--- src/sv/scfe_pkg.sv ---
`timescale 1ns / 1ps
`default_nettype none
// ----------------------------------------------------------------------------
// Servo command frame encoder package
// Shared widths, character codes, byte positions, queue word type and the
// decimal digit split used by the encoder front end.
// ----------------------------------------------------------------------------
package scfe_pkg;

  // Field and datapath widths.
  localparam int ANGLE_W    = 16;
  localparam int TIME_W     = 16;
  localparam int BYTE_W     = 8;
  localparam int JIDX_W     = 3;
  localparam int VAL_W      = 14;
  localparam int DIG_W      = 4;
  localparam int BCD_W      = 4 * DIG_W;
  localparam int R_W        = 10;
  localparam int POS_W      = 5;
  localparam int S_DATA_W   = ANGLE_W + TIME_W;
  localparam int M_DATA_W   = BYTE_W;

  // Default joint count per frame.
  localparam int JOINTS_DEF = 6;

  // Arithmetic constants.
  localparam int ANGLE_LIM   = 13500;
  localparam int TIME_MAX    = 9999;
  localparam int PULSE_MID   = 1500;
  localparam int PULSE_MIN   = 500;
  localparam int PULSE_MAX   = 2500;
  localparam int ROUND_ADD   = 27;
  // floor(x / 54) == (x * RECIP) >> RECIP_SHIFT for every x below 2^16.
  localparam int RECIP       = 77673;
  localparam int RECIP_SHIFT = 22;

  // Queue between front end and byte sequencer.
  localparam int QUEUE_DEPTH = 2;
  localparam int QPTR_W      = (QUEUE_DEPTH > 1) ? $clog2(QUEUE_DEPTH) : 1;
  localparam int QCNT_W      = $clog2(QUEUE_DEPTH + 1);

  // ASCII characters of the frame.
  localparam logic [BYTE_W-1:0] CH_OPEN  = 8'h7B; // '{'
  localparam logic [BYTE_W-1:0] CH_CLOSE = 8'h7D; // '}'
  localparam logic [BYTE_W-1:0] CH_HASH  = 8'h23; // '#'
  localparam logic [BYTE_W-1:0] CH_P     = 8'h50; // 'P'
  localparam logic [BYTE_W-1:0] CH_T     = 8'h54; // 'T'
  localparam logic [BYTE_W-1:0] CH_BANG  = 8'h21; // '!'
  localparam logic [BYTE_W-1:0] CH_ZERO  = 8'h30; // '0'

  // Byte positions within one joint's output.
  localparam logic [POS_W-1:0] POS_OPEN  = 5'd0;
  localparam logic [POS_W-1:0] POS_HASH  = 5'd1;
  localparam logic [POS_W-1:0] POS_ID2   = 5'd2;
  localparam logic [POS_W-1:0] POS_ID1   = 5'd3;
  localparam logic [POS_W-1:0] POS_ID0   = 5'd4;
  localparam logic [POS_W-1:0] POS_P     = 5'd5;
  localparam logic [POS_W-1:0] POS_PD3   = 5'd6;
  localparam logic [POS_W-1:0] POS_PD2   = 5'd7;
  localparam logic [POS_W-1:0] POS_PD1   = 5'd8;
  localparam logic [POS_W-1:0] POS_PD0   = 5'd9;
  localparam logic [POS_W-1:0] POS_T     = 5'd10;
  localparam logic [POS_W-1:0] POS_TD3   = 5'd11;
  localparam logic [POS_W-1:0] POS_TD2   = 5'd12;
  localparam logic [POS_W-1:0] POS_TD1   = 5'd13;
  localparam logic [POS_W-1:0] POS_TD0   = 5'd14;
  localparam logic [POS_W-1:0] POS_BANG  = 5'd15;
  localparam logic [POS_W-1:0] POS_CLOSE = 5'd16;

  // One encoded joint command, as held in the queue.
  typedef struct packed {
    logic              first;
    logic              last;
    logic [JIDX_W-1:0] jidx;
    logic [BCD_W-1:0]  pulse_bcd;
    logic [BCD_W-1:0]  time_bcd;
  } cmd_t;

  // One decimal digit taken off the top of a value.
  typedef struct packed {
    logic [DIG_W-1:0] digit;
    logic [VAL_W-1:0] rest;
  } dsplit_t;

  // Splits off the digit of weight base from v (v below 10*base) by nine
  // parallel compares against the multiples of base.
  function automatic dsplit_t digit_split(input logic [VAL_W-1:0] v, input int base);
    dsplit_t          res;
    logic [VAL_W-1:0] sub;
    res.digit = '0;
    sub       = '0;
    for (int k = 1; k < 10; k++) begin
      if (v >= VAL_W'(base * k)) begin
        res.digit = DIG_W'(k);
        sub       = VAL_W'(base * k);
      end
    end
    res.rest = v - sub;
    return res;
  endfunction

endpackage
`default_nettype wire

--- src/sv/scfe_front.sv ---
`timescale 1ns / 1ps
`default_nettype none
// ----------------------------------------------------------------------------
// Servo command frame encoder front end
// Accepts joint words, tracks the joint index and frame time, converts the
// angle to a pulse width and both pulse and time to decimal digits in a
// five-stage pipeline that stalls as a whole when the queue is full.
// ----------------------------------------------------------------------------
module scfe_front #(
  parameter int JOINTS = scfe_pkg::JOINTS_DEF
) (
  input  wire logic                           clk,
  input  wire logic                           rst,
  input  wire logic                           in_valid,
  output logic                                in_ready,
  input  wire logic signed [scfe_pkg::ANGLE_W-1:0] angle_centideg,
  input  wire logic [scfe_pkg::TIME_W-1:0]    move_time_ms,
  output logic                                out_valid,
  input  wire logic                           out_ready,
  output scfe_pkg::cmd_t                      out_cmd
);

  localparam int VW = scfe_pkg::VAL_W;
  localparam logic [scfe_pkg::JIDX_W-1:0] JLAST = scfe_pkg::JIDX_W'(JOINTS - 1);

  // Per-stage control and payload.
  typedef struct packed {
    logic                        first;
    logic                        last;
    logic [scfe_pkg::JIDX_W-1:0] jidx;
  } tag_t;

  typedef struct packed {
    logic [scfe_pkg::BCD_W-1:0] pdig;
    logic [VW-1:0]              prem;
    logic [scfe_pkg::BCD_W-1:0] tdig;
    logic [VW-1:0]              trem;
  } dig_t;

  logic                        adv;
  logic                        accept;
  logic [scfe_pkg::JIDX_W-1:0] joint_index;
  logic [VW-1:0]               frame_time;

  logic v1, v2, v3, v4, v5;
  tag_t t1, t2, t3, t4, t5;
  logic [VW-1:0] ft1, ft2;
  logic neg1, neg2;
  logic [VW-1:0] m1;
  logic [scfe_pkg::R_W-1:0] r2;
  dig_t d3, d4;
  logic [scfe_pkg::BCD_W-1:0] pdig5;
  logic [scfe_pkg::BCD_W-1:0] tdig5;

  // The pipeline moves when its last stage is empty or the queue takes it.
  assign adv       = !v5 || out_ready;
  assign in_ready  = adv;
  assign accept    = in_valid && adv;
  assign out_valid = v5;

  // Stage 1 inputs: clamp and magnitude of the angle, saturated time.
  logic signed [scfe_pkg::ANGLE_W:0] a_ext;
  logic [scfe_pkg::ANGLE_W:0]        mag;
  logic [VW-1:0]                     m_clamp;
  logic [VW-1:0]                     t_sat;
  tag_t                              t_in;
  logic [VW-1:0]                     ft_in;

  always_comb begin
    a_ext   = (scfe_pkg::ANGLE_W + 1)'(angle_centideg);
    mag     = a_ext[scfe_pkg::ANGLE_W] ? (scfe_pkg::ANGLE_W + 1)'(-a_ext)
                                       : (scfe_pkg::ANGLE_W + 1)'(a_ext);
    m_clamp = (mag > (scfe_pkg::ANGLE_W + 1)'(scfe_pkg::ANGLE_LIM))
              ? VW'(scfe_pkg::ANGLE_LIM) : mag[VW-1:0];
    t_sat   = (move_time_ms > scfe_pkg::TIME_W'(scfe_pkg::TIME_MAX))
              ? VW'(scfe_pkg::TIME_MAX) : move_time_ms[VW-1:0];
    t_in.first = (joint_index == '0);
    t_in.last  = (joint_index == JLAST);
    t_in.jidx  = joint_index;
    ft_in      = (joint_index == '0) ? t_sat : frame_time;
  end

  // Joint index and latched frame time.
  always_ff @(posedge clk) begin
    if (rst) begin
      joint_index <= '0;
      frame_time  <= '0;
    end else if (accept) begin
      joint_index <= (joint_index == JLAST) ? '0 : joint_index + 1'b1;
      if (joint_index == '0) begin
        frame_time <= t_sat;
      end
    end
  end

  // Stage 2 arithmetic: r = floor((4m + 27) / 54) by reciprocal multiply.
  logic [15:0] xnum;
  logic [32:0] prod;

  always_comb begin
    xnum = {m1, 2'b00} + 16'(scfe_pkg::ROUND_ADD);
    prod = 33'(xnum) * 33'(scfe_pkg::RECIP);
  end

  // Stage 3 to 5 arithmetic: signed pulse, clamp, thousands, hundreds and tens digits.
  logic [VW-1:0]      pulse;
  scfe_pkg::dsplit_t  p_th, t_th;
  scfe_pkg::dsplit_t  p_hu, t_hu;
  scfe_pkg::dsplit_t  p_te, t_te;

  always_comb begin
    pulse = neg2 ? VW'(scfe_pkg::PULSE_MID) - VW'(r2)
                 : VW'(scfe_pkg::PULSE_MID) + VW'(r2);
    if (pulse < VW'(scfe_pkg::PULSE_MIN)) begin
      pulse = VW'(scfe_pkg::PULSE_MIN);
    end else if (pulse > VW'(scfe_pkg::PULSE_MAX)) begin
      pulse = VW'(scfe_pkg::PULSE_MAX);
    end
    p_th = scfe_pkg::digit_split(pulse, 1000);
    t_th = scfe_pkg::digit_split(ft2, 1000);
    p_hu = scfe_pkg::digit_split(d3.prem, 100);
    t_hu = scfe_pkg::digit_split(d3.trem, 100);
    p_te = scfe_pkg::digit_split(d4.prem, 10);
    t_te = scfe_pkg::digit_split(d4.trem, 10);
  end

  // Pipeline valid bits.
  always_ff @(posedge clk) begin
    if (rst) begin
      v1 <= 1'b0;
      v2 <= 1'b0;
      v3 <= 1'b0;
      v4 <= 1'b0;
      v5 <= 1'b0;
    end else if (adv) begin
      v1 <= accept;
      v2 <= v1;
      v3 <= v2;
      v4 <= v3;
      v5 <= v4;
    end
  end

  // Pipeline payload.
  always_ff @(posedge clk) begin
    if (adv) begin
      t1   <= t_in;
      ft1  <= ft_in;
      neg1 <= angle_centideg[scfe_pkg::ANGLE_W-1];
      m1   <= m_clamp;

      t2   <= t1;
      ft2  <= ft1;
      neg2 <= neg1;
      r2   <= prod[scfe_pkg::RECIP_SHIFT +: scfe_pkg::R_W];

      t3      <= t2;
      d3.pdig <= {p_th.digit, 12'h000};
      d3.prem <= p_th.rest;
      d3.tdig <= {t_th.digit, 12'h000};
      d3.trem <= t_th.rest;

      t4      <= t3;
      d4.pdig <= {d3.pdig[15:12], p_hu.digit, 8'h00};
      d4.prem <= p_hu.rest;
      d4.tdig <= {d3.tdig[15:12], t_hu.digit, 8'h00};
      d4.trem <= t_hu.rest;

      t5    <= t4;
      pdig5 <= {d4.pdig[15:8], p_te.digit, p_te.rest[3:0]};
      tdig5 <= {d4.tdig[15:8], t_te.digit, t_te.rest[3:0]};
    end
  end

  // Queue word.
  always_comb begin
    out_cmd.first     = t5.first;
    out_cmd.last      = t5.last;
    out_cmd.jidx      = t5.jidx;
    out_cmd.pulse_bcd = pdig5;
    out_cmd.time_bcd  = tdig5;
  end

endmodule
`default_nettype wire

--- src/sv/scfe_queue.sv ---
`timescale 1ns / 1ps
`default_nettype none
// ----------------------------------------------------------------------------
// Servo command frame encoder queue
// Short first-in first-out buffer of encoded joint commands between the
// front end and the byte sequencer.
// ----------------------------------------------------------------------------
module scfe_queue (
  input  wire logic   clk,
  input  wire logic   rst,
  input  wire logic   push_valid,
  output logic        push_ready,
  input  scfe_pkg::cmd_t push_cmd,
  output logic        pop_valid,
  input  wire logic   pop,
  output scfe_pkg::cmd_t pop_cmd
);

  scfe_pkg::cmd_t                 mem [scfe_pkg::QUEUE_DEPTH];
  logic [scfe_pkg::QPTR_W-1:0]    wr_ptr;
  logic [scfe_pkg::QPTR_W-1:0]    rd_ptr;
  logic [scfe_pkg::QCNT_W-1:0]    count;
  logic                           do_push;
  logic                           do_pop;

  assign push_ready = (count != scfe_pkg::QCNT_W'(scfe_pkg::QUEUE_DEPTH));
  assign pop_valid  = (count != '0);
  assign do_push    = push_valid && push_ready;
  assign do_pop     = pop && pop_valid;
  assign pop_cmd    = mem[rd_ptr];

  // Pointer wrap at the queue depth.
  function automatic logic [scfe_pkg::QPTR_W-1:0] ptr_inc(
    input logic [scfe_pkg::QPTR_W-1:0] p
  );
    return (p == scfe_pkg::QPTR_W'(scfe_pkg::QUEUE_DEPTH - 1)) ? '0 : p + 1'b1;
  endfunction

  // Pointers and fill count.
  always_ff @(posedge clk) begin
    if (rst) begin
      wr_ptr <= '0;
      rd_ptr <= '0;
      count  <= '0;
    end else begin
      if (do_push) begin
        wr_ptr <= ptr_inc(wr_ptr);
      end
      if (do_pop) begin
        rd_ptr <= ptr_inc(rd_ptr);
      end
      if (do_push && !do_pop) begin
        count <= count + 1'b1;
      end else if (do_pop && !do_push) begin
        count <= count - 1'b1;
      end
    end
  end

  // Storage.
  always_ff @(posedge clk) begin
    if (do_push) begin
      mem[wr_ptr] <= push_cmd;
    end
  end

endmodule
`default_nettype wire

--- src/sv/scfe_back.sv ---
`timescale 1ns / 1ps
`default_nettype none
// ----------------------------------------------------------------------------
// Servo command frame encoder byte sequencer
// Walks the byte positions of the command at the head of the queue and
// sends one ASCII byte per word through a registered output stage.
// ----------------------------------------------------------------------------
module scfe_back (
  input  wire logic                         clk,
  input  wire logic                         rst,
  input  wire logic                         cmd_valid,
  output logic                              cmd_pop,
  input  scfe_pkg::cmd_t                    cmd,
  output logic                              out_valid,
  input  wire logic                         out_ready,
  output logic [scfe_pkg::BYTE_W-1:0]       out_byte,
  output logic                              out_last
);

  logic [scfe_pkg::POS_W-1:0]  pos;
  logic [scfe_pkg::POS_W-1:0]  eff;
  logic                        out_free;
  logic                        step;
  logic                        final_byte;
  logic [scfe_pkg::BYTE_W-1:0] ch;

  // Joint 0 starts with the opening brace; other joints skip it.
  always_comb begin
    eff        = (pos == scfe_pkg::POS_OPEN && !cmd.first) ? scfe_pkg::POS_HASH : pos;
    final_byte = (eff == scfe_pkg::POS_CLOSE) || (eff == scfe_pkg::POS_BANG && !cmd.last);
    out_free   = !out_valid || out_ready;
    step       = out_free && cmd_valid;
    cmd_pop    = step && final_byte;
  end

  function automatic logic [scfe_pkg::BYTE_W-1:0] dig_ch(input logic [3:0] d);
    return scfe_pkg::CH_ZERO + {4'h0, d};
  endfunction

  // Character at the current position.
  always_comb begin
    case (eff)
      scfe_pkg::POS_OPEN:  ch = scfe_pkg::CH_OPEN;
      scfe_pkg::POS_HASH:  ch = scfe_pkg::CH_HASH;
      scfe_pkg::POS_ID2:   ch = scfe_pkg::CH_ZERO;
      scfe_pkg::POS_ID1:   ch = scfe_pkg::CH_ZERO;
      scfe_pkg::POS_ID0:   ch = dig_ch({1'b0, cmd.jidx});
      scfe_pkg::POS_P:     ch = scfe_pkg::CH_P;
      scfe_pkg::POS_PD3:   ch = dig_ch(cmd.pulse_bcd[15:12]);
      scfe_pkg::POS_PD2:   ch = dig_ch(cmd.pulse_bcd[11:8]);
      scfe_pkg::POS_PD1:   ch = dig_ch(cmd.pulse_bcd[7:4]);
      scfe_pkg::POS_PD0:   ch = dig_ch(cmd.pulse_bcd[3:0]);
      scfe_pkg::POS_T:     ch = scfe_pkg::CH_T;
      scfe_pkg::POS_TD3:   ch = dig_ch(cmd.time_bcd[15:12]);
      scfe_pkg::POS_TD2:   ch = dig_ch(cmd.time_bcd[11:8]);
      scfe_pkg::POS_TD1:   ch = dig_ch(cmd.time_bcd[7:4]);
      scfe_pkg::POS_TD0:   ch = dig_ch(cmd.time_bcd[3:0]);
      scfe_pkg::POS_BANG:  ch = scfe_pkg::CH_BANG;
      scfe_pkg::POS_CLOSE: ch = scfe_pkg::CH_CLOSE;
      default:             ch = scfe_pkg::CH_ZERO;
    endcase
  end

  // Position counter and output register.
  always_ff @(posedge clk) begin
    if (rst) begin
      pos       <= scfe_pkg::POS_OPEN;
      out_valid <= 1'b0;
    end else if (out_free) begin
      out_valid <= cmd_valid;
      if (cmd_valid) begin
        pos <= final_byte ? scfe_pkg::POS_OPEN : eff + 1'b1;
      end
    end
  end

  always_ff @(posedge clk) begin
    if (step) begin
      out_byte <= ch;
      out_last <= final_byte;
    end
  end

endmodule
`default_nettype wire

--- src/sv/servo_command_frame_encoder_unit.sv ---
`timescale 1ns / 1ps
`default_nettype none
// A joint's bytes pass the front-end stages, the queue and the output register.
// Throughput: 15 bytes per joint, 16 on the first or last joint of a frame
// (17 with a single joint), one byte per cycle while m_axis_tready holds.
// The front end takes a new joint word every cycle until its queue fills.
// Reset clears the joint index, the frame time, all valid bits and the queue.
// ----------------------------------------------------------------------------
// Servo command frame encoder
// Turns joint angles into ASCII servo command frames, one byte per word.
// ----------------------------------------------------------------------------
module servo_command_frame_encoder_unit #(
  parameter int JOINTS = scfe_pkg::JOINTS_DEF
) (
  input  wire logic                             clk,
  input  wire logic                             rst,
  input  wire logic                             s_axis_tvalid,
  output logic                                  s_axis_tready,
  // [15:0] angle_centideg, [31:16] move_time_ms
  input  wire logic [scfe_pkg::S_DATA_W-1:0]    s_axis_tdata,
  output logic                                  m_axis_tvalid,
  input  wire logic                             m_axis_tready,
  // [7:0] frame_byte
  output logic [scfe_pkg::M_DATA_W-1:0]         m_axis_tdata,
  // last_byte
  output logic                                  m_axis_tlast
);

  logic           f_valid;
  logic           f_ready;
  scfe_pkg::cmd_t f_cmd;
  logic           q_valid;
  logic           q_pop;
  scfe_pkg::cmd_t q_cmd;

  // Front end: pulse and digit conversion.
  scfe_front #(
    .JOINTS(JOINTS)
  ) u_front (
    .clk           (clk),
    .rst           (rst),
    .in_valid      (s_axis_tvalid),
    .in_ready      (s_axis_tready),
    .angle_centideg(s_axis_tdata[scfe_pkg::ANGLE_W-1:0]),
    .move_time_ms  (s_axis_tdata[scfe_pkg::S_DATA_W-1:scfe_pkg::ANGLE_W]),
    .out_valid     (f_valid),
    .out_ready     (f_ready),
    .out_cmd       (f_cmd)
  );

  // Command queue.
  scfe_queue u_queue (
    .clk       (clk),
    .rst       (rst),
    .push_valid(f_valid),
    .push_ready(f_ready),
    .push_cmd  (f_cmd),
    .pop_valid (q_valid),
    .pop       (q_pop),
    .pop_cmd   (q_cmd)
  );

  // Byte sequencer.
  scfe_back u_back (
    .clk      (clk),
    .rst      (rst),
    .cmd_valid(q_valid),
    .cmd_pop  (q_pop),
    .cmd      (q_cmd),
    .out_valid(m_axis_tvalid),
    .out_ready(m_axis_tready),
    .out_byte (m_axis_tdata),
    .out_last (m_axis_tlast)
  );

endmodule
`default_nettype wire

--- config.mk ---
export PLATFORM = sky130hd
export DESIGN_NAME = servo_command_frame_encoder_unit
export DESIGN_NICKNAME = d
export VERILOG_FILES = /design/src/sv/scfe_pkg.sv /design/src/sv/scfe_front.sv /design/src/sv/scfe_queue.sv /design/src/sv/scfe_back.sv /design/src/sv/servo_command_frame_encoder_unit.sv
export SDC_FILE = /design/constraint.sdc
export NUM_CORES = 1
export LEC_CHECK = 0
export BUFFER_PORTS_ARGS = -buffer_cell sky130_fd_sc_hd__buf_2
export CAP_MARGIN = 10
export CORE_ASPECT_RATIO = 1.2
export CORE_MARGIN = 4
export CORE_UTILIZATION = 30
export CTS_BUF_LIST = sky130_fd_sc_hd__clkbuf_16
export DETAILED_ROUTE_END_ITERATION = 7
export PLACE_DENSITY = 0.52
export REMOVE_ABC_BUFFERS = 1
export SLEW_MARGIN = 20
export SYNTH_ARGS = -nofsm -noshare
export SYNTH_HDL_FRONTEND = slang
export SYNTH_HIERARCHICAL = 1
export SYNTH_SLANG_ARGS = --single-unit
--- constraint.sdc ---
create_clock -name clk -period 10.2 [get_ports clk]
set_input_delay 1.53 -clock clk [delete_from_list [all_inputs] [get_ports clk]]
set_output_delay 1.53 -clock clk [all_outputs]
set_load 0.05 [all_outputs]
# --- Word level (Yosys, flattened, before mapping) ---
# Memory sizes are Yosys's and may differ from the RTL's. A register that Yosys moved wholly into a read port is not among the register bits.
# Index checks and enable logic that the tools add are counted.
totals:
  inputBits: 36
  out_inout_bits: 11
  ram_bits: 74
  register_bits: 232
  n_memories: 1
memory_table:
  columns: ["name", "depth", "word_bits", "read_ports", "rd_clocked_by_memory_dff", "write_ports", "line", "source"]
  rows:
  - ["u_queue.mem", 2, 37, 1, 1, 1, "scfe_queue.sv:19", "scfe_pkg::cmd_t mem [scfe_pkg::QUEUE_DEPTH];"]
classes:
  addsub: 25
  n_eq_ne: 16
  n_reduce_logical: 30
  magnitude_cmp: 58
  n_mux: 120
  mul: 1
ops:
  columns: ["cell", "n"]
  rows:
  - ["14-bit by 10-bit greater-or-equal comparator with 1-bit output, second input constant", 10]
  - ["8-bit case mux with 15 select lines", 1]
  - ["14-bit by 13-bit greater-or-equal comparator with 1-bit output, second input constant", 8]
  - ["14-bit by 7-bit greater-or-equal comparator with 1-bit output, second input constant", 8]
  - ["13-bit 2-to-1 mux", 8]
  - ["10-bit 2-to-1 mux", 10]
  - ["14-bit 2-to-1 mux", 7]
  - ["14-bit by 6-bit greater-or-equal comparator with 1-bit output, second input constant", 6]
  - ["14-bit by 9-bit greater-or-equal comparator with 1-bit output, second input constant", 6]
  - ["3-bit 2-to-1 mux", 25]
  - ["4-bit 2-to-1 mux", 18]
  - ["6-bit by 4-bit adder with 7-bit output, first input constant", 8]
  - ["14-bit by 12-bit greater-or-equal comparator with 1-bit output, second input constant", 4]
  - ["14-bit by 5-bit greater-or-equal comparator with 1-bit output, second input constant", 4]
  - ["9-bit 2-to-1 mux", 6]
  - ["12-bit 2-to-1 mux", 4]
  - ["5-bit by 4-bit == test with 1-bit output, second input constant", 8]
  - ["16-bit by 17-bit multiplier with 32-bit output, second input constant", 1]
  - ["14-bit by 11-bit greater-or-equal comparator with 1-bit output, second input constant", 2]
  - ["14-bit greater-or-equal comparator, second input constant", 2]
  - ["14-bit by 4-bit greater-or-equal comparator with 1-bit output, second input constant", 2]
  - ["14-bit by 8-bit greater-or-equal comparator with 1-bit output, second input constant", 2]
  - ["2-bit 2-to-1 mux", 14]
  - ["14-bit by 10-bit subtractor with 14-bit output", 2]
  - ["other kinds (35)", 84]

# --- Depth between registers and ports, before layout ---
# Gate-level depths: netlist (run 1).
depth:
  ltp_word: 16
  ltp_mapped: 26

# --- Cells and area by module ---
# The synthesis (run 1) kept the hierarchy.
by_module_without_submodules:
  columns: ["module", "cells_each", "n_inst", "seq_area_each_um2", "area_per_inst_um2"]
  rows:
  - ["scfe_front", 1445, 1, 6085.8, 15328.5]
  - ["scfe_queue", 139, 1, 2322.2, 2889.0]
  - ["scfe_back", 129, 1, 360.3, 1089.8]

# --- Worst setup path before layout (run 1) ---
# OpenSTA, ideal clock, no wires.
synth_timing:
  path_type: "register to register"
  from: "register u_queue/count[0] (netlist bit)"
  to: "register u_front.frame_time[13]"
  required_time_ps: 10072
  setup_ps: 128
  period_less_slack_ps: 8093
  path_buffers: 2
  path_stages_with_launch: 8
  setup_slack_ps: 2107
  arrival_ps: 7966
  path_cell_list: "dfxtp_1 nand2b_1 nand2b_1 clkbuf_1 nand2_1 clkbuf_1 a21oi_1 nor2_1"
synth_between:
  elab_chain_len: 3
synth_rtl:
  columns: ["element", "line", "source"]
  rows:
  - ["start, declared", "scfe_queue.sv:22", "logic [scfe_pkg::QCNT_W-1:0] count;"]
  - ["start signal, assigned", "scfe_queue.sv:53", "count <= count + 1'b1;"]
  - ["start signal, assigned", "scfe_queue.sv:55", "count <= count - 1'b1;"]
  - ["2-bit != test", "scfe_queue.sv:26", "assign push_ready = (count != scfe_pkg::QCNT_W'(scfe_pkg::QUEUE_DEPTH));"]
  - ["net f_ready", "servo_command_frame_encoder_unit.sv:30", "logic f_ready;"]
  - ["1-bit logical OR", "scfe_front.sv:56", "assign adv = !v5 || out_ready;"]
  - ["net s_axis_tready", "servo_command_frame_encoder_unit.sv:18", "output logic s_axis_tready,"]
  - ["1-bit logical AND", "scfe_front.sv:58", "assign accept = in_valid && adv;"]
  - ["end signal, assigned", "scfe_front.sv:91", "frame_time <= t_sat;"]
  - ["end, declared", "scfe_front.sv:43", "logic [VW-1:0] frame_time;"]
# The timed path passes the listed nets, and every way through them passes these cells.
# A chain may end at the register's enable or synchronous reset.

# --- Final worst setup path (run 1) ---
layout_timing:
  from: "register u_front.m1[1]"
  to: "register u_front/r2[9] (netlist bit), data pin"
layout_between:
  elab_chain_len: 2
layout_rtl:
  columns: ["element", "line", "source"]
  rows:
  - ["start, declared", "scfe_front.sv:49", "logic [VW-1:0] m1;"]
  - ["start signal, assigned", "scfe_front.sv:150", "m1 <= m_clamp;"]
  - ["16-bit by 5-bit adder with 16-bit output", "scfe_front.sv:101", "xnum = {m1, 2'b00} + 16'(scfe_pkg::ROUND_ADD);"]
  - ["16-bit by 17-bit multiplier with 32-bit output", "scfe_front.sv:102", "prod = 33'(xnum) * 33'(scfe_pkg::RECIP);"]
  - ["net u_front.prod[31]", "scfe_front.sv:98", "logic [32:0] prod;"]
  - ["end signal, assigned", "scfe_front.sv:155", "r2 <= prod[scfe_pkg::RECIP_SHIFT +: scfe_pkg::R_W];"]
  - ["end, declared", "scfe_front.sv:50", "logic [scfe_pkg::R_W-1:0] r2;"]
# The timed path passes the listed nets, and every way through them passes these cells.

==> impl_metrics.csv, run 1 <==
group,metric,value,unit
yosys,synth_seq_cells,303,
layout,multi_input_area,0.00948,mm²
yosys,synth_top_cell_by_area,"edfxtp_1",
clock_network,cts.sinks,303,
critical_path,required,10.52,ns
yosys,synthCells,1713,
timing,fin_crit_sh,0.773,
critical_path,path_max_fanout,9,
timing,slew_headroom,0.308,
grt,overflow,0,
floorplanning,die_h,286,µm
yosys,synth_area_leaders,"edfxtp_1 (42%), ha_1 (10%), fa_1 (9.7%)",
timing,setup_tns,0,ns
timing,fin_crit,7.89,ns
critical_path,rr_startpoint,"u_front/m1[1]",
route,first_iter_violations,590,
critical_path,crit_type,"reg2reg",
yosys,synth.avg_cell_area,11.3,µm²
critical_path,critPathLaunch,"u_front/m1[1]",
route,totalWireLength,37500,µm
layout,register_area,0.00877,mm²
route,firstDrtPassIters,5,
yosys,synth_edf_count,270,
layout,drive_gt1_frac,0.102,
yosys,ys_seq_area_frac,0.454,
layout,final_cell_mix,"edfxtp_1 (270), inv_1 (219), ha_1 (162)",
status,status,"finished clean",
floorplanning,die_w,240,µm
clock_network,clock_insertion_delay_worst_skew,0.58,ns
timing,fin_skew,0.0168,ns
route,drc,0,
floorplanning,initial_core_util,0.304,
yosys,synthDominantCellAreaShare,0.420,
clock_network,cts_hold_buf,0,
clock_network,clk_path_buf_depth,3,
route,viasPerCell,4.70,
timing,tightestPinTransition,1.03,ns
route,detail_route.wl_per_cell,14.4,µm
layout,final_common_cell,"edfxtp_1",
grt,grt_max_degree,68,
clock_network,post_cts_buffers,0,
place,placed_area,0.0204,mm²
critical_path,end_kind,"register",
floorplanning,core_area,0.0636,mm²
critical_path,cp-endpoint,"u_front/r2[9]",
critical_path,start_kind,"register",
grt,first_global_vias,12800,
place,finalWeightedCongestion,0.860,
yosys,yosys_most_used_dff,"edfxtp_1",
place,io_buffers,45,
critical_path,crit_slowest_cell,"xor2_1",
layout,postLayoutCellArea,0.0213,mm²
timing,hold_viol,0,
critical_path,reg2reg_slack,2.31,ns
clock_network,path_clk_slew,0.06,ns
floorplanning,fp-row-count,101,
clock_network,ctsHtreeMaxLevel,1,
flow_run,maxCapViolations,0,
timing,drv_slew,0,
critical_path,slowest_delay,0.61,ns
timing,fmax,127,MHz
timing,rsz0062_at_grt,"false",
yosys,synth_cell_types,92,
clock_network,cts_tree,"built",
critical_path,rr_endpoint,"u_front/r2[9]",
yosys,synth_area,0.0193,mm²
layout,synthToLayoutAreaGrowth,10.4,%
grt,grt_usage,0.110,
grt,antenna_found_initial,0,
layout,fillerInstances,6283,
clock_network,cts_resized,0,
place,hpwl,28500,µm
route,ant_nets,0,
layout,fin_nets,2042,
floorplanning,dieArea,0.0685,mm²
layout,n_antenna_cell,0,
yosys,yosysWarnings,6,
hold_path,hold_path.class,"reg2reg",
clock_network,cts-buffers-inserted,31,
yosys,async_flop_share,0,
grt,grt_pass1_wl,63100,µm
critical_path,rr_worst_depth,24,
route,vias,12200,
clock_network,root_buffer,"clkbuf_16",
critical_path,arrival,8.21,ns
critical_path,cp_cell_sequence,"inv_1, ha_1, nor3b_1, and3_1, xor2_1, ha_1, ha_1, fa_1, fa_1, inv_1, fa_1, inv_1, fa_1, ha_1, a21o_1, a21o_1, a211oi_1, o21ai_0, o21ai_0, a21o_1, a211oi_1, or3_1, a21oi_1, xnor2_1",
timing,setup_viol,0,
floorplanning,io_pins,47,
[final cells by class]
cell class	instances	area share
Multi-Input combinational cell	1141	0.445
Sequential cell	303	0.411
Tap cell	824	0.0484
Inverter	219	0.0386
Clock buffer	31	0.0364
Timing Repair Buffer	54	0.0137
Clock inverter	25	0.00687
[registers in the layout, summed over array words and instances (netlist names), 3 cells and up, named ones only]
signal	flops
u_front/t1	5
u_front/joint_index	3
u_front/r2	10
u_front/ft1	14
u_front/m1	14
u_front/d3	35
u_front/d4	43
u_front/t2	5
u_back/pos	5
u_front/pdig5	15
u_front/t4	5
u_front/t3	5
u_queue/mem	74
u_front/frame_time	14
u_back/out_byte	7
u_front/tdig5	16
u_front/ft2	14
u_front/out_cmd	5
[cells in the mapped netlist (all sizes together), types with 7 or more instances]
library cell and number:
edfxtp 270, inv 219, ha 162, nand2 135, nor2 107, fa 94
o21ai 75, a21oi 74, xnor2 44, mux2 43, xor2 41, nor3 35
dfxtp 33, nand3 27, buf 26, clkbuf 25, nor2b 24, a21o 21
nand2b 21, and3 15, nor4 15, a21boi 14, o211ai 13, o21a 12
or3 12, a211oi 10, a31oi 9, mux2i 9, o22a 8, o31ai 8
a22oi 7, nand4 7, nor3b 7
[metal layers]
metal,share of wire,up-vias,global-route usage
li1,-,6094,-
met1,0.43,5857,0.135
met2,0.51,192,0.201
met4,0.030,0,0.0361
met3,0.030,68,0.0137
met5,0,-,0
[cells by family (layout without fill, tap and decap cells)]
| group | after synthesis | in the layout | synth area share |
|---|---|---|---|
| adders and majority gates | 259 | 259 | 0.204 |
| other | 3 | 4 | 0.000583 |
| AOI/OAI and AO/OA | 305 | 305 | 0.107 |
| and+or+nand+nor | 436 | 436 | 0.110 |
| muxes | 52 | 52 | 0.0299 |
| DFF | 303 | 303 | 0.454 |
| xor gates and xnor gates | 85 | 85 | 0.0389 |
| buffers and inverters | 270 | 329 | 0.0557 |
[metrics by stage]
stage	util	worst slack, ns	hold WS (ns)	std cells
floorplan	-	2.34	0.400	1663
global placement	0.321	2.35	0.401	2541
detailed placement	0.321	2.21	0.405	2541
CTS	0.335	2.19	0.418	2597
global route	0.335	1.67	0.417	2597
finish	0.335	2.31	0.411	2597
[critical path, delay by kind of cell, from the launching register on]
family,cells,cell delay (ns)
XOR/XNOR,2,0.69
buffers and inverters,3,0.38
AND/OR/NAND/NOR,3,1.08
AO/OA/AOI/OAI,8,1.58
adder cells (fa/ha/maj),8,3.38
flip-flops,1,0.52
[worst min path at each step]
stage | from | endpoint | slack, ns | cells after the start
4_1_cts | u_front/d4[52] | u_front/pdig5[8] | 0.42 | 0
6_report | u_front/d4[52] | u_front/pdig5[8] | 0.41 | 0
3_3_place_gp | u_front/t4[4] | u_front/out_cmd[36] | 0.40 | 0
5_1_grt | u_front/d4[29] | u_front/tdig5[15] | 0.42 | 0
3_5_place_dp | u_front/ft1[7] | u_front/ft2[7] | 0.40 | 0
2_1_floorplan | u_front/ft2[0] | u_front/d3[0] | 0.40 | 0
Power of run 1 is not shown: default switching activity piles up to over one toggle a cycle in this logic, so the estimate is an artifact.
==> inputs of run 2 (changes only) <==
--- a/config.mk
+++ b/config.mk
@@ -5,6 +5,7 @@
 export SDC_FILE = /design/constraint.sdc
 export NUM_CORES = 1
 export LEC_CHECK = 0
+export ABC_AREA = 1
 export BUFFER_PORTS_ARGS = -buffer_cell sky130_fd_sc_hd__buf_2
 export CAP_MARGIN = 10
 export CORE_ASPECT_RATIO = 1.2
@@ -12,7 +13,7 @@
 export CORE_UTILIZATION = 30
 export CTS_BUF_LIST = sky130_fd_sc_hd__clkbuf_16
 export DETAILED_ROUTE_END_ITERATION = 7
-export PLACE_DENSITY = 0.52
+export PLACE_DENSITY = 0.54
 export REMOVE_ABC_BUFFERS = 1
 export SLEW_MARGIN = 20
 export SYNTH_ARGS = -nofsm -noshare
==> constraint.sdc (replaced) <==
create_clock -name clk -period 6.8 [get_ports clk]
set_input_delay 1.02 -clock clk [delete_from_list [all_inputs] [get_ports clk]]
set_output_delay 1.02 -clock clk [all_outputs]
set_load 0.05 [all_outputs]
==> run 2 against run 1 <==
Compared with the run above:
- hold slack improved by 0.0048 ns
- sequential share of layout area fell by 2.8 points
- clock-buffer cell count up 6
- synthesized area is 3.1% higher
- global-route usage up 0.064 points
- cell count up 15%
- utilization is 1.2 points higher
- routed wire length up 4.6%
- fmax increased by 23%
- clock skew down 0.0045 ns
- critical path type unchanged
- largest cell class unchanged
- highest routed layer unchanged
==> impl_metrics.csv, run 2 <==
group,metric,value,unit
status,status,"finished clean",
route,totalWireLength,39300,µm
grt,grt_usage,0.111,
yosys,synth_most_common_cell,"inv_1",
critical_path,start_kind,"register",
clock_network,cts_tree,"built",
hold_path,hold_path.class,"reg2reg",
timing,tightestPinTransition,0.893,ns
grt,antenna_found_initial,0,
place,io_buffers,45,
critical_path,crit_type,"reg2reg",
grt,first_global_vias,13800,
timing,setup_viol,0,
layout,drive_gt1_frac,0.131,
critical_path,crit_slowest_cell,"fa_1",
clock_network,cts.sinks,303,
critical_path,cp_num_buf_inv,11,
timing,slew_headroom,0.405,
timing,fin_crit,6.41,ns
clock_network,cts-buffers-inserted,36,
clock_network,ctsHtreeMaxLevel,2,
route,firstDrtPassIters,5,
critical_path,end_kind,"register",
grt,grt_pass1_wl,66400,µm
critical_path,path_max_fanout,4,
layout,n_antenna_cell,0,
yosys,synth_top_cell_by_area,"edfxtp_1",
floorplanning,dieArea,0.0705,mm²
route,drc,0,
floorplanning,die_h,290,µm
critical_path,rr_worst_depth,32,
yosys,yosys_most_used_dff,"edfxtp_1",
yosys,synthCells,2004,
layout,regMostFlops,"u_queue/mem",
grt,overflow,0,
clock_network,root_buffer,"clkbuf_16",
floorplanning,initial_core_util,0.303,
yosys,synth_cell_types,54,
floorplanning,fp-row-count,103,
yosys,synthDominantCellAreaShare,0.407,
yosys,async_flop_share,0,
clock_network,path_clk_slew,0.06,ns
clock_network,clock_insertion_delay_worst_skew,0.53,ns
layout,largest_reg_flops,74,
timing,hold_viol,0,
floorplanning,io_pins,47,
route,first_iter_violations,629,
timing,fin_crit_sh,0.943,
layout,fillerInstances,6570,
hold_path,whs_path_depth,0,
clock_network,clk_path_buf_depth,3,
timing,timing.hold.ws,0.416,ns
floorplanning,die_w,243,µm
critical_path,critical-path-top-delay-family,"adder cells",
yosys,synth_area_leaders,"edfxtp_1 (41%), ha_1 (10%), fa_1 (9.5%)",
critical_path,required,7.08,ns
flow_run,maxCapViolations,0,
floorplanning,core_area,0.0657,mm²
critical_path,cp.depth,32,
timing,fmax,156,MHz
route,detail_route.wl_per_cell,13.2,µm
route,viasPerCell,4.50,
yosys,ys_seq_area_frac,0.441,
yosys,synth_edf_count,270,
yosys,yosys-top-cells-count,"inv_1 (392), nand2_1 (280), edfxtp_1 (270)",
route,vias,13400,
critical_path,arrival,6.69,ns
grt,grt_max_degree,124,
place,hpwl,30500,µm
yosys,yosysWarnings,6,
yosys,synth_seq_cells,303,
route,ant_nets,0,
layout,final_cell_mix,"inv_1 (398), nand2_1 (276), edfxtp_1 (270)",
critical_path,slowest_delay,0.55,ns
timing,drv_slew,0,
place,finalWeightedCongestion,0.868,
layout,top_regs,"u_queue/mem (74), u_front/d4 (43), u_front/d3 (35)",
timing,fin_skew,0.0123,ns
layout,fin_nets,2400,
layout,synthToLayoutAreaGrowth,14.9,%
yosys,synth_area,0.0199,mm²
layout,final_common_cell,"inv_1",
critical_path,cp_common_cell,"inv_1",
yosys,synth.avg_cell_area,9.93,µm²
-- run 2: final timing paths --
| check | from | to | slack (ns) |
|---|---|---|---|
| worst max-delay path | u_front/m1[1] | u_front/r2[8] | 0.39 |
| worst min-delay path | u_front/ft1[11] | u_front/ft2[11] | 0.42 |
| worst max register to register | u_front/m1[1] | u_front/r2[8] | 0.39 |
| worst min register to register | u_front/ft1[11] | u_front/ft2[11] | 0.42 |
-- run 2: through the flow --
stage / cell area (µm²) / worst slack [ns] / setup TNS [ns] / util / std cells
finish: 22900 / 0.386 / 0 / 0.348 / 2976
global route: 22900 / -0.0164 / -0.0164 / 0.348 / 2976
CTS: 22600 / 0.0177 / 0 / 0.344 / 2974
detailed placement: 21400 / -0.119 / -0.148 / 0.325 / 2908
global placement: 21300 / -0.0862 / -0.0862 / 0.324 / 2906
floorplan: 19700 / -0.323 / -1.24 / - / 1986
-- run 2: cells by family (layout without fill, tap and decap cells) --
family | after synthesis | after routing | share of synthesized area
AO/OA/AOI/OAI | 263 | 263 | 0.0736
buffers and inverters | 425 | 556 | 0.0845
XOR/XNOR | 72 | 72 | 0.0317
other | 3 | 4 | 0.000566
flip-flops | 303 | 303 | 0.441
multiplexers | 37 | 37 | 0.0266
adder cells (fa/ha/maj) | 256 | 256 | 0.196
AND/OR/NAND/NOR | 645 | 645 | 0.146
-- run 2: worst register-to-register path, delay by kind of cell (launching register included) --
family | cells | cell delay, ns
buf+inv | 11 | 1.02
xor+xnor | 1 | 0.07
simple gates | 10 | 1.34
flops | 1 | 0.34
compound gates | 2 | 0.19
fa+ha+maj | 8 | 3.21
-- run 2: layout make-up --
| cell class | instances | area (µm²) | share of cell area |
|---|---|---|---|
| clock buffers | 37 | 926 | 0.0405 |
| clock inverters | 29 | 309 | 0.0135 |
| inverters | 406 | 1530 | 0.0670 |
| multi-input cells | 1277 | 9710 | 0.425 |
| flip-flops and latches | 303 | 8770 | 0.384 |
| well taps | 840 | 1050 | 0.0460 |
| repair buffers | 84 | 559 | 0.0245 |
-- run 2: timing repair --
item | 4_1_cts | 5_1_grt
setup buffers | 0 | 2
hold buffers | 0 | 0
pin swaps | 0 | 12
endpoints found under the hold margin | 0 | 0
endpoints found under the setup margin | 3 | 8
resized for setup | 4 | 37
-- run 2: per-layer routing --
layer / track usage / share of wire / wire length [µm] / vias to the layer above
li1: - / - / - / 6820
met1: 0.134 / 0.43 / 17000 / 6328
met2: 0.202 / 0.51 / 20100 / 194
met3: 0.0177 / 0.032 / 1250 / 62
met4: 0.0353 / 0.022 / 873 / 0
met5: 0 / 0 / 0 / -
Power of run 2 is left out for the same reason.
